`config.mk`:
```
export PLATFORM = sky130hd
export DESIGN_NAME = contiguous_frame_allocator_unit_flat
export DESIGN_NICKNAME = d
export VERILOG_FILES = /design/src/sv/cfa_pkg.sv /design/src/sv/cfa_if.sv /design/src/sv/contiguous_frame_allocator_unit.sv /design/src/flat_wrapper.sv
export SDC_FILE = /design/constraint.sdc
export NUM_CORES = 2
export LEC_CHECK = 0
export BUFFER_PORTS_ARGS = -buffer_cell sky130_fd_sc_hd__buf_4
export CAP_MARGIN = 20
export CORE_MARGIN = 5
export CORE_UTILIZATION = 55
export DETAILED_ROUTE_END_ITERATION = 8
export HOLD_SLACK_MARGIN = 0.03
export MAX_ROUTING_LAYER = met4
export PLACE_DENSITY = 0.74
export SYNTH_ARGS = -nofsm -noshare
export SYNTH_HDL_FRONTEND = slang
export SYNTH_SLANG_ARGS = --single-unit
```
`constraint.sdc`:
```
create_clock -name clk -period 44.9 [get_ports clk]
set_input_delay 2.245 -clock clk [delete_from_list [all_inputs] [get_ports clk]]
set_output_delay 2.245 -clock clk [all_outputs]
set_load 0.005 [all_outputs]
```
`src/sv/cfa_pkg.sv`:
```
`default_nettype none

package cfa_pkg;

  // payload widths
  localparam int FRAME_W = 20;
  localparam int CNT_W = 11;
  localparam int CFG_IDX_W = 2;
  localparam int CFG_DATA_W = 20;

  typedef logic [1:0] op_t;
  typedef logic [1:0] status_t;
  typedef logic [1:0] fstate_t;
  typedef logic [FRAME_W-1:0] frame_t;
  typedef logic [CNT_W-1:0] cnt_t;
  typedef logic [CFG_IDX_W-1:0] cfg_idx_t;
  typedef logic [CFG_DATA_W-1:0] cfg_data_t;

  // operations
  localparam op_t OP_ALLOC = 2'd0;
  localparam op_t OP_RELEASE = 2'd1;
  localparam op_t OP_MARK = 2'd2;

  // result status
  localparam status_t RS_OK = 2'd0;
  localparam status_t RS_NO_RUN = 2'd1;
  localparam status_t RS_NOT_HEAD = 2'd2;
  localparam status_t RS_BAD = 2'd3;

  // per-frame map codes
  localparam fstate_t FS_FREE = 2'b00;
  localparam fstate_t FS_USED = 2'b01;
  localparam fstate_t FS_HEAD = 2'b11;

  // register indexes
  localparam cfg_idx_t CFG_POOL_BASE = 2'd0;
  localparam cfg_idx_t CFG_POOL_FRAMES = 2'd1;
  localparam cfg_idx_t CFG_RESERVE_FIRST = 2'd2;

  localparam cnt_t RESET_FRAMES = 11'd1024;
  localparam int CNT_MAX = 2047;

endpackage

`default_nettype wire

```
`src/sv/cfa_if.sv`:
```
`default_nettype none

interface cfa_req_if;
  import cfa_pkg::*;
  logic valid;
  logic ready;
  op_t op;
  frame_t frame_no;
  cnt_t count;
  modport source (output valid, output op, output frame_no, output count, input ready);
  modport sink (input valid, input op, input frame_no, input count, output ready);
endinterface

interface cfa_rsp_if;
  import cfa_pkg::*;
  logic valid;
  logic ready;
  status_t status;
  frame_t first_frame;
  cnt_t freed_count;
  modport source (output valid, output status, output first_frame, output freed_count,
                  input ready);
  modport sink (input valid, input status, input first_frame, input freed_count,
                output ready);
endinterface

interface cfa_cfg_if;
  import cfa_pkg::*;
  logic valid;
  logic ready;
  cfg_idx_t index;
  cfg_data_t data;
  modport source (output valid, output index, output data, input ready);
  modport sink (input valid, input index, input data, output ready);
endinterface

`default_nettype wire

```
`src/sv/contiguous_frame_allocator_unit.sv`:
```
`default_nettype none
// sequence: decode (S_DEC, S_CHK), then allocate scans the map one frame a cycle
//   and writes the run one frame a cycle, release walks head and used frames, and mark
//   writes its run; the result then moves from S_RESP to the response register once it is free
// throughput: one request at a time, set by the single read and single write port of the map
// reset (and any write to a defined register): clearing pass over all MAX_FRAMES map entries, no requests
//   taken meanwhile; at reset registers return to base 0, 1024 frames, no reserved frame

module contiguous_frame_allocator_unit #(
  parameter int MAX_FRAMES = 1024
) (
  input  wire logic clk,
  input  wire logic rst,
  cfa_cfg_if.sink   cfg,
  cfa_req_if.sink   req,
  cfa_rsp_if.source rsp
);
  import cfa_pkg::*;

  localparam int AW = $clog2(MAX_FRAMES);
  localparam logic [AW-1:0] LAST_ADDR = AW'(MAX_FRAMES - 1);
  // largest pool the map and the 11-bit count can both hold
  localparam int CAP = (MAX_FRAMES < CNT_MAX) ? MAX_FRAMES : CNT_MAX;
  localparam cnt_t CAP_N = CNT_W'(CAP);
  localparam cnt_t RESET_N = (CAP_N < RESET_FRAMES) ? CAP_N : RESET_FRAMES;

  // sequencer states
  localparam logic [2:0] S_CLEAR = 3'd0;
  localparam logic [2:0] S_IDLE  = 3'd1;
  localparam logic [2:0] S_DEC   = 3'd2;
  localparam logic [2:0] S_CHK   = 3'd3;
  localparam logic [2:0] S_SCAN  = 3'd4;
  localparam logic [2:0] S_MARK  = 3'd5;
  localparam logic [2:0] S_REL   = 3'd6;
  localparam logic [2:0] S_RESP  = 3'd7;

  // frame map, one read and one write port
  fstate_t frame_map [MAX_FRAMES];

  // control state
  logic [2:0] state, state_next;
  logic [AW-1:0] clr_ptr, clr_ptr_next;
  logic rd_vld, rd_vld_next;
  logic ov, ov_next;
  frame_t pool_base, pool_base_next;
  cnt_t pool_frames, pool_frames_next;
  logic reserve_first, reserve_first_next;
  cnt_t free_count, free_count_next;

  // working registers
  op_t op_q, op_q_next;
  frame_t fno_q, fno_q_next;
  cnt_t cnt_q, cnt_q_next;
  logic [FRAME_W:0] rel_q, rel_q_next;    // top bit is the borrow of frame_no - base
  cnt_t ptr, ptr_next;                    // next map entry to read
  cnt_t rd_idx, rd_idx_next;              // entry whose data sits in rd_data
  fstate_t rd_data;
  cnt_t run, run_next;
  cnt_t head, head_next;
  cnt_t last, last_next;
  cnt_t freed, freed_next;
  status_t res_status, res_status_next;
  frame_t res_first, res_first_next;
  cnt_t res_freed, res_freed_next;
  status_t out_status;
  frame_t out_first;
  cnt_t out_freed;

  // map port controls
  logic re, we;
  logic [AW-1:0] ra, wa;
  fstate_t wd;

  cnt_t n_pool;

  // effective pool size
  assign n_pool = (pool_frames < CAP_N) ? pool_frames : CAP_N;

  assign req.ready = (state == S_IDLE);
  assign cfg.ready = 1'b1;
  assign rsp.valid = ov;
  assign rsp.status = out_status;
  assign rsp.first_frame = out_first;
  assign rsp.freed_count = out_freed;

  always_comb begin
    cnt_t v_head;
    cnt_t v_freed;
    cnt_t v_npf;
    cnt_t v_nn;
    logic v_nrf;
    logic v_done;

    state_next = state;
    clr_ptr_next = clr_ptr;
    rd_vld_next = 1'b0;
    ov_next = ov && !rsp.ready;
    pool_base_next = pool_base;
    pool_frames_next = pool_frames;
    reserve_first_next = reserve_first;
    free_count_next = free_count;
    op_q_next = op_q;
    fno_q_next = fno_q;
    cnt_q_next = cnt_q;
    rel_q_next = rel_q;
    ptr_next = ptr;
    rd_idx_next = rd_idx;
    run_next = run;
    head_next = head;
    last_next = last;
    freed_next = freed;
    res_status_next = res_status;
    res_first_next = res_first;
    res_freed_next = res_freed;
    re = 1'b0;
    ra = AW'(ptr);
    we = 1'b0;
    wa = AW'(rd_idx);
    wd = FS_FREE;
    v_head = head;
    v_freed = freed;
    v_npf = pool_frames;
    v_nn = n_pool;
    v_nrf = reserve_first;
    v_done = 1'b0;

    unique case (state)
      S_CLEAR: begin
        // sweep the whole map; frame 0 held used when reserved
        we = 1'b1;
        wa = clr_ptr;
        wd = (clr_ptr == '0 && reserve_first && n_pool != '0) ? FS_USED : FS_FREE;
        if (clr_ptr == LAST_ADDR) begin
          state_next = S_IDLE;
        end else begin
          clr_ptr_next = clr_ptr + AW'(1);
        end
      end

      S_IDLE: begin
        if (req.valid) begin
          op_q_next = req.op;
          fno_q_next = req.frame_no;
          cnt_q_next = req.count;
          state_next = S_DEC;
        end
      end

      S_DEC: begin
        rel_q_next = {1'b0, fno_q} - {1'b0, pool_base};
        state_next = S_CHK;
      end

      S_CHK: begin
        res_status_next = RS_BAD;
        res_first_next = '0;
        res_freed_next = '0;
        state_next = S_RESP;
        unique case (op_q)
          OP_ALLOC: begin
            if (cnt_q == '0) begin
              res_status_next = RS_BAD;
            end else if (n_pool == '0) begin
              res_status_next = RS_NO_RUN;
            end else begin
              ptr_next = '0;
              run_next = '0;
              state_next = S_SCAN;
            end
          end
          OP_RELEASE: begin
            if (!rel_q[FRAME_W] &&
                rel_q[FRAME_W-1:0] < {{(FRAME_W-CNT_W){1'b0}}, n_pool}) begin
              head_next = rel_q[CNT_W-1:0];
              ptr_next = rel_q[CNT_W-1:0];
              freed_next = '0;
              state_next = S_REL;
            end
          end
          OP_MARK: begin
            if (cnt_q != '0 && !rel_q[FRAME_W] &&
                rel_q[FRAME_W-1:0] < {{(FRAME_W-CNT_W){1'b0}}, n_pool} &&
                cnt_q <= n_pool - rel_q[CNT_W-1:0]) begin
              head_next = rel_q[CNT_W-1:0];
              last_next = rel_q[CNT_W-1:0] + cnt_q - CNT_W'(1);
              ptr_next = rel_q[CNT_W-1:0];
              state_next = S_MARK;
            end
          end
          default: begin
            res_status_next = RS_BAD;
          end
        endcase
      end

      S_SCAN: begin
        // first fit: read one entry a cycle, count free frames in a row
        if (ptr < n_pool) begin
          re = 1'b1;
          ra = AW'(ptr);
          rd_idx_next = ptr;
          ptr_next = ptr + CNT_W'(1);
          rd_vld_next = 1'b1;
        end
        if (rd_vld) begin
          if (rd_data != FS_FREE) begin
            run_next = '0;
          end else begin
            run_next = run + CNT_W'(1);
          end
          if (rd_data == FS_FREE && run + CNT_W'(1) == cnt_q) begin
            v_head = rd_idx + CNT_W'(1) - cnt_q;
            head_next = v_head;
            last_next = rd_idx;
            ptr_next = v_head;
            rd_vld_next = 1'b0;
            state_next = S_MARK;
          end else if (rd_idx == n_pool - CNT_W'(1)) begin
            res_status_next = RS_NO_RUN;
            res_first_next = '0;
            res_freed_next = '0;
            rd_vld_next = 1'b0;
            state_next = S_RESP;
          end
        end
      end

      S_MARK: begin
        // read ahead one entry, write back the one read last cycle
        if (ptr <= last) begin
          re = 1'b1;
          ra = AW'(ptr);
          rd_idx_next = ptr;
          ptr_next = ptr + CNT_W'(1);
          rd_vld_next = 1'b1;
        end
        if (rd_vld) begin
          we = 1'b1;
          wa = AW'(rd_idx);
          wd = (rd_idx == head) ? FS_HEAD : FS_USED;
          if (rd_data == FS_FREE && free_count != '0) begin
            free_count_next = free_count - CNT_W'(1);
          end
          if (rd_idx == last) begin
            res_status_next = RS_OK;
            res_first_next = (op_q == OP_ALLOC) ?
                             pool_base + {{(FRAME_W-CNT_W){1'b0}}, head} : '0;
            res_freed_next = '0;
            rd_vld_next = 1'b0;
            state_next = S_RESP;
          end
        end
      end

      S_REL: begin
        if (ptr < n_pool) begin
          re = 1'b1;
          ra = AW'(ptr);
          rd_idx_next = ptr;
          ptr_next = ptr + CNT_W'(1);
          rd_vld_next = 1'b1;
        end
        if (rd_vld) begin
          if (rd_idx == head) begin
            if (rd_data != FS_HEAD) begin
              res_status_next = RS_NOT_HEAD;
              res_first_next = '0;
              res_freed_next = '0;
              rd_vld_next = 1'b0;
              state_next = S_RESP;
            end else begin
              we = 1'b1;
              v_freed = CNT_W'(1);
              v_done = (rd_idx == n_pool - CNT_W'(1));
            end
          end else if (rd_data == FS_USED) begin
            we = 1'b1;
            v_freed = freed + CNT_W'(1);
            v_done = (rd_idx == n_pool - CNT_W'(1));
          end else begin
            // run ends at the first frame that is not used
            v_done = 1'b1;
          end
          wa = AW'(rd_idx);
          wd = FS_FREE;
          freed_next = v_freed;
          if (v_done) begin
            free_count_next = free_count + v_freed;
            res_status_next = RS_OK;
            res_first_next = '0;
            res_freed_next = v_freed;
            rd_vld_next = 1'b0;
            state_next = S_RESP;
          end
        end
      end

      S_RESP: begin
        // hand the result over once the response register is free
        if (!ov || rsp.ready) begin
          ov_next = 1'b1;
          state_next = S_IDLE;
        end
      end

      default: begin
        state_next = S_CLEAR;
      end
    endcase

    // write to a defined register: new value and a fresh map
    if (cfg.valid) begin
      case (cfg.index)
        CFG_POOL_BASE: begin
          pool_base_next = cfg.data[FRAME_W-1:0];
        end
        CFG_POOL_FRAMES: begin
          pool_frames_next = cfg.data[CNT_W-1:0];
          v_npf = cfg.data[CNT_W-1:0];
        end
        CFG_RESERVE_FIRST: begin
          reserve_first_next = cfg.data[0];
          v_nrf = cfg.data[0];
        end
        default: begin
        end
      endcase
      if (cfg.index == CFG_POOL_BASE || cfg.index == CFG_POOL_FRAMES ||
          cfg.index == CFG_RESERVE_FIRST) begin
        v_nn = (v_npf < CAP_N) ? v_npf : CAP_N;
        free_count_next = (v_nrf && v_nn != '0) ? v_nn - CNT_W'(1) : v_nn;
        clr_ptr_next = '0;
        rd_vld_next = 1'b0;
        state_next = S_CLEAR;
      end
    end
  end

  always_ff @(posedge clk) begin
    if (rst) begin
      state <= S_CLEAR;
      clr_ptr <= '0;
      rd_vld <= 1'b0;
      ov <= 1'b0;
      pool_base <= '0;
      pool_frames <= RESET_FRAMES;
      reserve_first <= 1'b0;
      free_count <= RESET_N;
    end else begin
      state <= state_next;
      clr_ptr <= clr_ptr_next;
      rd_vld <= rd_vld_next;
      ov <= ov_next;
      pool_base <= pool_base_next;
      pool_frames <= pool_frames_next;
      reserve_first <= reserve_first_next;
      free_count <= free_count_next;
    end
  end

  // working and result payload, no reset
  always_ff @(posedge clk) begin
    op_q <= op_q_next;
    fno_q <= fno_q_next;
    cnt_q <= cnt_q_next;
    rel_q <= rel_q_next;
    ptr <= ptr_next;
    rd_idx <= rd_idx_next;
    run <= run_next;
    head <= head_next;
    last <= last_next;
    freed <= freed_next;
    res_status <= res_status_next;
    res_first <= res_first_next;
    res_freed <= res_freed_next;
    if (state == S_RESP && (!ov || rsp.ready)) begin
      out_status <= res_status;
      out_first <= res_first;
      out_freed <= res_freed;
    end
  end

  // frame map
  always_ff @(posedge clk) begin
    if (we) begin
      frame_map[wa] <= wd;
    end
    if (re) begin
      rd_data <= frame_map[ra];
    end
  end

  // no request taken during the clearing pass
  assert property (@(posedge clk) disable iff (rst) state == S_CLEAR |-> !req.ready)
    else $error("request ready during map clear");

  // a map read in flight always points inside the pool
  assert property (@(posedge clk) disable iff (rst) rd_vld |-> rd_idx < n_pool)
    else $error("map read outside the pool");

  // free frames never exceed the pool
  assert property (@(posedge clk) disable iff (rst) free_count <= n_pool)
    else $error("free count above pool size");

  // a response appears only from the response state
  assert property (@(posedge clk) disable iff (rst)
                   $rose(rsp.valid) |-> $past(state) == S_RESP)
    else $error("response without a finished request");

endmodule

`default_nettype wire

```
`src/flat_wrapper.sv`:
```
// flat-port wrapper written by rule: the top's interface ports become plain ports
module contiguous_frame_allocator_unit_flat import cfa_pkg::*;
#(
  parameter int MAX_FRAMES = 1024
)
  (clk, rst, cfg_valid, cfg_index, cfg_data, cfg_ready, req_valid, req_op, req_frame_no, req_count, req_ready, rsp_valid, rsp_status, rsp_first_frame, rsp_freed_count, rsp_ready);
  cfa_cfg_if cfg_i ();
  cfa_req_if req_i ();
  cfa_rsp_if rsp_i ();
  input  wire logic clk;
  input  wire logic rst;
  input wire logic [$bits(cfg_i.valid)-1:0] cfg_valid;
  input wire logic [$bits(cfg_i.index)-1:0] cfg_index;
  input wire logic [$bits(cfg_i.data)-1:0] cfg_data;
  output wire logic [$bits(cfg_i.ready)-1:0] cfg_ready;
  input wire logic [$bits(req_i.valid)-1:0] req_valid;
  input wire logic [$bits(req_i.op)-1:0] req_op;
  input wire logic [$bits(req_i.frame_no)-1:0] req_frame_no;
  input wire logic [$bits(req_i.count)-1:0] req_count;
  output wire logic [$bits(req_i.ready)-1:0] req_ready;
  output wire logic [$bits(rsp_i.valid)-1:0] rsp_valid;
  output wire logic [$bits(rsp_i.status)-1:0] rsp_status;
  output wire logic [$bits(rsp_i.first_frame)-1:0] rsp_first_frame;
  output wire logic [$bits(rsp_i.freed_count)-1:0] rsp_freed_count;
  input wire logic [$bits(rsp_i.ready)-1:0] rsp_ready;
  assign cfg_i.valid = cfg_valid;
  assign cfg_i.index = cfg_index;
  assign cfg_i.data = cfg_data;
  assign cfg_ready = cfg_i.ready;
  assign req_i.valid = req_valid;
  assign req_i.op = req_op;
  assign req_i.frame_no = req_frame_no;
  assign req_i.count = req_count;
  assign req_ready = req_i.ready;
  assign rsp_valid = rsp_i.valid;
  assign rsp_status = rsp_i.status;
  assign rsp_first_frame = rsp_i.first_frame;
  assign rsp_freed_count = rsp_i.freed_count;
  assign rsp_i.ready = rsp_ready;
  contiguous_frame_allocator_unit #(.MAX_FRAMES(MAX_FRAMES)) u_core (.clk(clk), .rst(rst), .cfg(cfg_i), .req(req_i), .rsp(rsp_i));
endmodule
```
; Word-level counts from Yosys, hierarchy flattened
; Memories as Yosys holds them, arrays and structs flattened. A register that Yosys moved wholly into a read port is not among the register bits.
; Cells that the tools add are included.
[op_classes]
addsub = 12
magnitude_cmp = 5
eq_ne = 42
muxes = 127
reduce_logical = 41
[ops]
columns = op, n
row1 = $mux W11, 35
row2 = $mux W20, 10
row3 = $pmux W11 S2, 6
row4 = $pmux W11 S4, 2
row5 = $pmux W20 S4, 1
row6 = $mux W10, 5
row7 = $mux W3, 15
row8 = $add A11 B1 Y11 const B, 4
row9 = $eq A11 B11 Y1, 4
row10 = $pmux W11 S3, 1
row11 = $mux W2, 16
row12 = $mux W1, 29
row13 = $ne A2 B1 Y1 const B, 12
row14 = $pmux W3 S8, 1
row15 = $le A11 B11 Y1, 2
row16 = $logic_not A11 Y1, 2
row17 = $reduce_bool A11 Y1, 2
row18 = $sub A11 B1 Y11 const B, 2
row19 = $sub A11 B11 Y11, 2
row20 = $sub A20 B20 Y21, 1
row21 = $add A20 B11 Y20, 1
row22 = $lt A20 B11 Y1, 1
row23 = $eq A3 B3 Y1 const B, 4
row24 = $add A11 B11 Y11, 1
row25 = 34 further kinds, 68
[word_totals]
register_bits = 233
mem_bits_rw = 2048
in_bits = 60
output_inout_bits = 36
mem_count = 1
[memory_table]
columns = memory, depth, word_bits, read_ports, rd_clocked_by_memory_dff, write_ports, line
row1 = u_core.frame_map, 1024, 2, 1, 1, 1, contiguous_frame_allocator_unit.sv:38  ; fstate_t frame_map [MAX_FRAMES];

; Logic depth before layout (Yosys ltp)
[depth]
word_depth = 13
ltp_mapped = 23

; Worst setup path before layout
; OpenSTA, ideal clock, no wires.
[synth_path]
path_kind = reg2reg
startpoint = reg u_core.state[0]
endpoint = mem u_core.frame_map[0][0] in the netlist's numbering (data pin)
arrival_ps = 40889
required_ps = 36771
setup_slack_ps = -4118
stages_incl_launch_ff = 7
path_buffers = 2
period_less_slack_ps = 49018
cell_sequence = dfxtp_1 -> or3_1 -> clkbuf_1 -> clkbuf_1 -> nor4_1 -> nand4_1 -> o21ai_0
[synth_via]
elab_chain_len = 2
word_cells_on_any_way = 3
classes_between = eq/ne: 1 / mux: 1 / reduce/logical: 1
[synth_rtl]
columns = element, line
row1 = start: declaration, contiguous_frame_allocator_unit.sv:41  ; logic [2:0] state, state_next;
row2 = start signal: assignment, contiguous_frame_allocator_unit.sv:350  ; state <= state_next;
row3 = $eq A3 B3 Y1 / $logic_not A3 Y1 (equally long branches), contiguous_frame_allocator_unit.sv:127  ; unique case (state)
row4 = $pmux W2 S2 (*), contiguous_frame_allocator_unit.sv:127
row5 = named net u_core.wd[0], contiguous_frame_allocator_unit.sv:72  ; fstate_t wd;
row6 = end: declaration, contiguous_frame_allocator_unit.sv:38
; The timed path passes the listed nets; every way through them passes the cells marked *.

; Final worst setup path
[layout_path]
startpoint = reg u_core.state[0]
endpoint = mem u_core.frame_map[842][0] in the netlist's numbering (data pin)
; Same word-level chain as after synthesis.

==> summary.md <==
| Metric | Value |
|---|---|
| Pint | `~3.4 mW` |
| Layout Nets | `approximately 6600` |
| Max Slew Vio Count | `0` |
| P&R area growth vs syn | `10.86%` |
| # fillers | `around 13000` |
| CTS max path bufs | `3` |
| Clock Power Share | `between 40% and 50%` |
| CTS Buf Count | `216` |
| Min Tclk post-route | `around 6.6 ns` |
| Post-Syn Instances | `6387` |
| Switch Pwr | `approximately 830 µW` |
| Worst Reg-to-Reg Cells | `9` |
| Peak supply drop | `about 0.041 mV` |
| Synthesized area | `98500 µm²` |
| Critical path required time | `roughly 45 ns` |
| First DRT Iteration DRCs | `between 9000 and 10000` |
| Net Sw Frac | `19.70%` |
| CP Launch Type | `flop` |
| Row count | `155` |
| DRC viols | `0` |
| Synthesized Nets | `between 6000 and 7000` |
| Capturing point of the worst reg2reg path | `u_core.frame_map[842][0]` |
| Fin worst setup slack | `between 30 and 40 ns` |
| Worst r2r src | `u_core.state[0]` |
| Status | `complete, no violations` |
| Share of layout cells above drive strength 1 | `16.01%` |
| Critical Path Fanout Max | `100` |
| Syn. warnings | `0` |
| Count leader, synth | `edfxtp_1` |
| Vias per inst | `6.648` |
| Crit share post-route | `roughly 15%` |
| Clock Latency Late Sink | `about 0.90 ns` |
| RSZ-0062 raised after global routing | `no` |
| Number of placed instances, taps included | `8551` |
| Non-Filler Instances | `8966` |
| Final Cell Area | `approximately 110000 µm²` |
| DP Area | `roughly 100000 µm²` |
| Root buffer cell | `clkbuf_16` |
| Pre-antenna DRT Iters | `9` |
| Effective utilization at floorplan | `between 50% and 60%` |
| # port buffers | `94` |
| Num Clock Sinks | `2283` |
| EDFF count, synth | `2236` |
| # Post-CTS Setup Buffers | `0` |
| Critical path arrival | `around 7 ns` |
| Clock transition at path regs | `0.06 ns` |
| Dpl hpwl | `approximately 160 mm` |
| CP Capture Type | `flop` |
| WHS Endpoint | `u_core.rsp.first_frame[6]` |
| Flop2flop setup slack | `38.26 ns` |
| Routed vias | `59600` |
| Yosys reg bits | `between 2000 and 2500` |
| Hold Startpoint | `u_core.res_first[6]` |
| Post-synthesis sequential area ratio | `between 60% and 70%` |
| Chip Width | `approximately 430 µm` |
| Static leakage | `about 36 nW` |
| Hold buffer count at CTS | `0` |
| Combinational Power Share | `less than 1%` |
| Total grt overflow | `0` |
| PD cells | `38.63 nW/µm²` |
| DRT antenna net count | `0` |
| Prevailing post-synth register cell | `edfxtp_1` |
| Setup_tns | `0 ns` |
| Fmax | `roughly 0.15 GHz` |
| Antenna violations before repair | `12` |
| Die height | `between 400 and 500 µm` |
| Asr flop ratio synth | `0%` |
| Die area | `187700 µm²` |
| Kind of critical path | `reg -> reg` |
| Largest net degree at the start of global routing | `between 200 and 300` |
| GRT Overall Usage | `between 20% and 30%` |
| CTS tree | `done` |
| CTS resizes | `0` |
| Hold Path Depth | `0` |
| RD Place Congestion | `about 0.91` |
| Slew @ Worst Pin | `roughly 1.4 ns` |
| Top cells by count, synth | `edfxtp_1 (2236), nor2_1 (1222), mux4_2 (415), nand2_1 (290), mux2i_1 (287)` |
| Place WS | `~38 ns` |
| Worst slew margin | `between 8 and 9%` |
| Number of global-route vias before repair | `approximately 60000` |
| Final hold vios | `0` |
| Distinct cells, synth | `just under 90` |
| Max_cap viols | `0` |
| Largest area contributor in the netlist | `edfxtp_1` |
| Proportion of netlist area held by the largest area contributor | `between 60% and 70%` |
| First-pass GRT wire length | `396.2 mm` |
| Number of H-tree levels | `4` |
| Synth top area cells | `edfxtp_1 (68%), mux4_2 (9.5%), nor2_1 (4.7%)` |
| Drt total wl | `~270 mm` |
| Worst Hold Class | `reg -> reg` |
| I/O Pins | `96` |
| Avg Cell Area, Syn | `~15 µm²` |
| Final hold slack | `approximately 0.42 ns` |
| Worst clock skew | `0.04889 ns` |
| Seq pwr share | `54.9%` |
| Final setup vio count | `0` |
| Core ar. | `between 150000 and 200000 µm²` |
| WL/cell | `roughly 30 µm` |
## flip-flops by register name, indices dropped and copies added (netlist names), 3 cells and up
register / count
u_core.frame_map: 2048
u_core.rel_q: 21
u_core.fno_q: 20
u_core.pool_base: 20
u_core.res_first: 20
u_core.rsp.first_frame: 20
u_core.cnt_q: 11
u_core.freed: 11
u_core.head: 11
u_core.last: 11
u_core.pool_frames: 11
u_core.ptr: 11
u_core.rd_idx: 11
u_core.res_freed: 11
u_core.rsp.freed_count: 11
u_core.run: 11
u_core.clr_ptr: 10
u_core.state: 3
## worst max-delay path, cell delays in order, from the launching register on
cell and delay, ns:
dfxtp_1 0.45, or3_1 0.73, nor4_1 0.34, nand4_1 0.19, o21ai_4 0.16, buf_4 0.78
buf_4 0.88, buf_4 0.90, buf_4 0.86, buf_4 0.81
## power by group through the flow
stage / combinational (mW) / sequential [mW] / clock (mW)
floorplan: 0.0187 / 2.38 / 0
global placement: 0.0357 / 2.36 / 0
detailed placement: 0.0365 / 2.36 / 0
CTS: 0.0366 / 2.32 / 1.87
global route: 0.0394 / 2.31 / 1.97
finish: 0.0373 / 2.32 / 1.87
## cell families after synthesis
logic type | Yosys count | synth area share [%]
AOI/OAI and AO/OA | 712 | 4.846
adders and majority gates | 133 | 1.715
buffers and inverters | 575 | 2.769
muxes | 714 | 12.54
xor gates and xnor gates | 118 | 1.105
other | 1 | 0.003807
DFF | 2283 | 69.12
and+or+nand+nor | 1851 | 7.898
## metrics by stage
stage	total power, mW	utilization, %
2_1_floorplan	2.395	-
3_3_place_gp	2.397	56.79
3_5_place_dp	2.398	57.10
4_1_cts	4.227	61.15
5_1_grt	4.324	61.27
6_report	4.219	61.27
## per-layer routing
layer | vias up | share of wire (%) | routed length, µm | track usage [%]
li1 | 24580 | - | - | -
met1 | 30030 | 35 | 97500 | 38.79
met2 | 4200 | 47 | 128700 | 45.70
met3 | 796 | 12 | 34180 | 7.216
met4 | 0 | 5.3 | 14560 | 13.30
met5 | - | 0 | 0 | -
## final cells by class
class	count	area (µm²)	share of cell area (%)
Timing Repair Buffer	259	2506	2.295
Clock buffer	281	5731	5.248
Inverter	133	505.5	0.4629
Tap cell	2355	2947	2.698
Antenna cell	7	17.52	0.01604
Sequential cell	2283	68090	62.35
Clock inverter	119	1496	1.370
Multi-Input combinational cell	3529	27910	25.56
## placed cells by master (no fill, tap or decap), types with 12 or more instances in the layout
cell type	instances
a2111oi_0	14
a211oi_1	35
a21o_1	22
a21oi_1	171
a221oi_1	15
a22oi_1	19
a31oi_1	22
and2_1	21
and3_1	17
buf_16	25
buf_4	224
bufinv_16	28
clkbuf_1	58
clkbuf_16	217
clkinv_1	43
clkinv_2	30
dfxtp_1	47
edfxtp_1	2236
ha_1	127
inv_1	129
mux2_2	12
mux2i_1	287
mux4_2	415
nand2_1	289
nand2b_1	18
nand3_1	58
nand3_2	30
nand4_1	22
nor2_1	1219
nor2b_1	38
nor3_1	51
nor4_1	22
o21ai_0	119
o21bai_1	12
o221ai_1	97
o22ai_1	77
o31ai_1	12
or3_1	15
xnor2_1	79
xor2_1	35
## worst max-delay path by stage
| stage | from | endpoint |
|---|---|---|
| floorplan | u_core.state[0] | u_core.frame_map[0][0] |
| global placement | u_core.state[0] | u_core.frame_map[398][0] |
| detailed placement | u_core.state[0] | u_core.frame_map[399][0] |
| CTS | u_core.state[0] | u_core.frame_map[388][0] |
| global route | u_core.state[0] | u_core.frame_map[846][0] |
| finish | u_core.state[0] | u_core.frame_map[842][0] |
No activity file was read; power rests on OpenSTA's default activity.
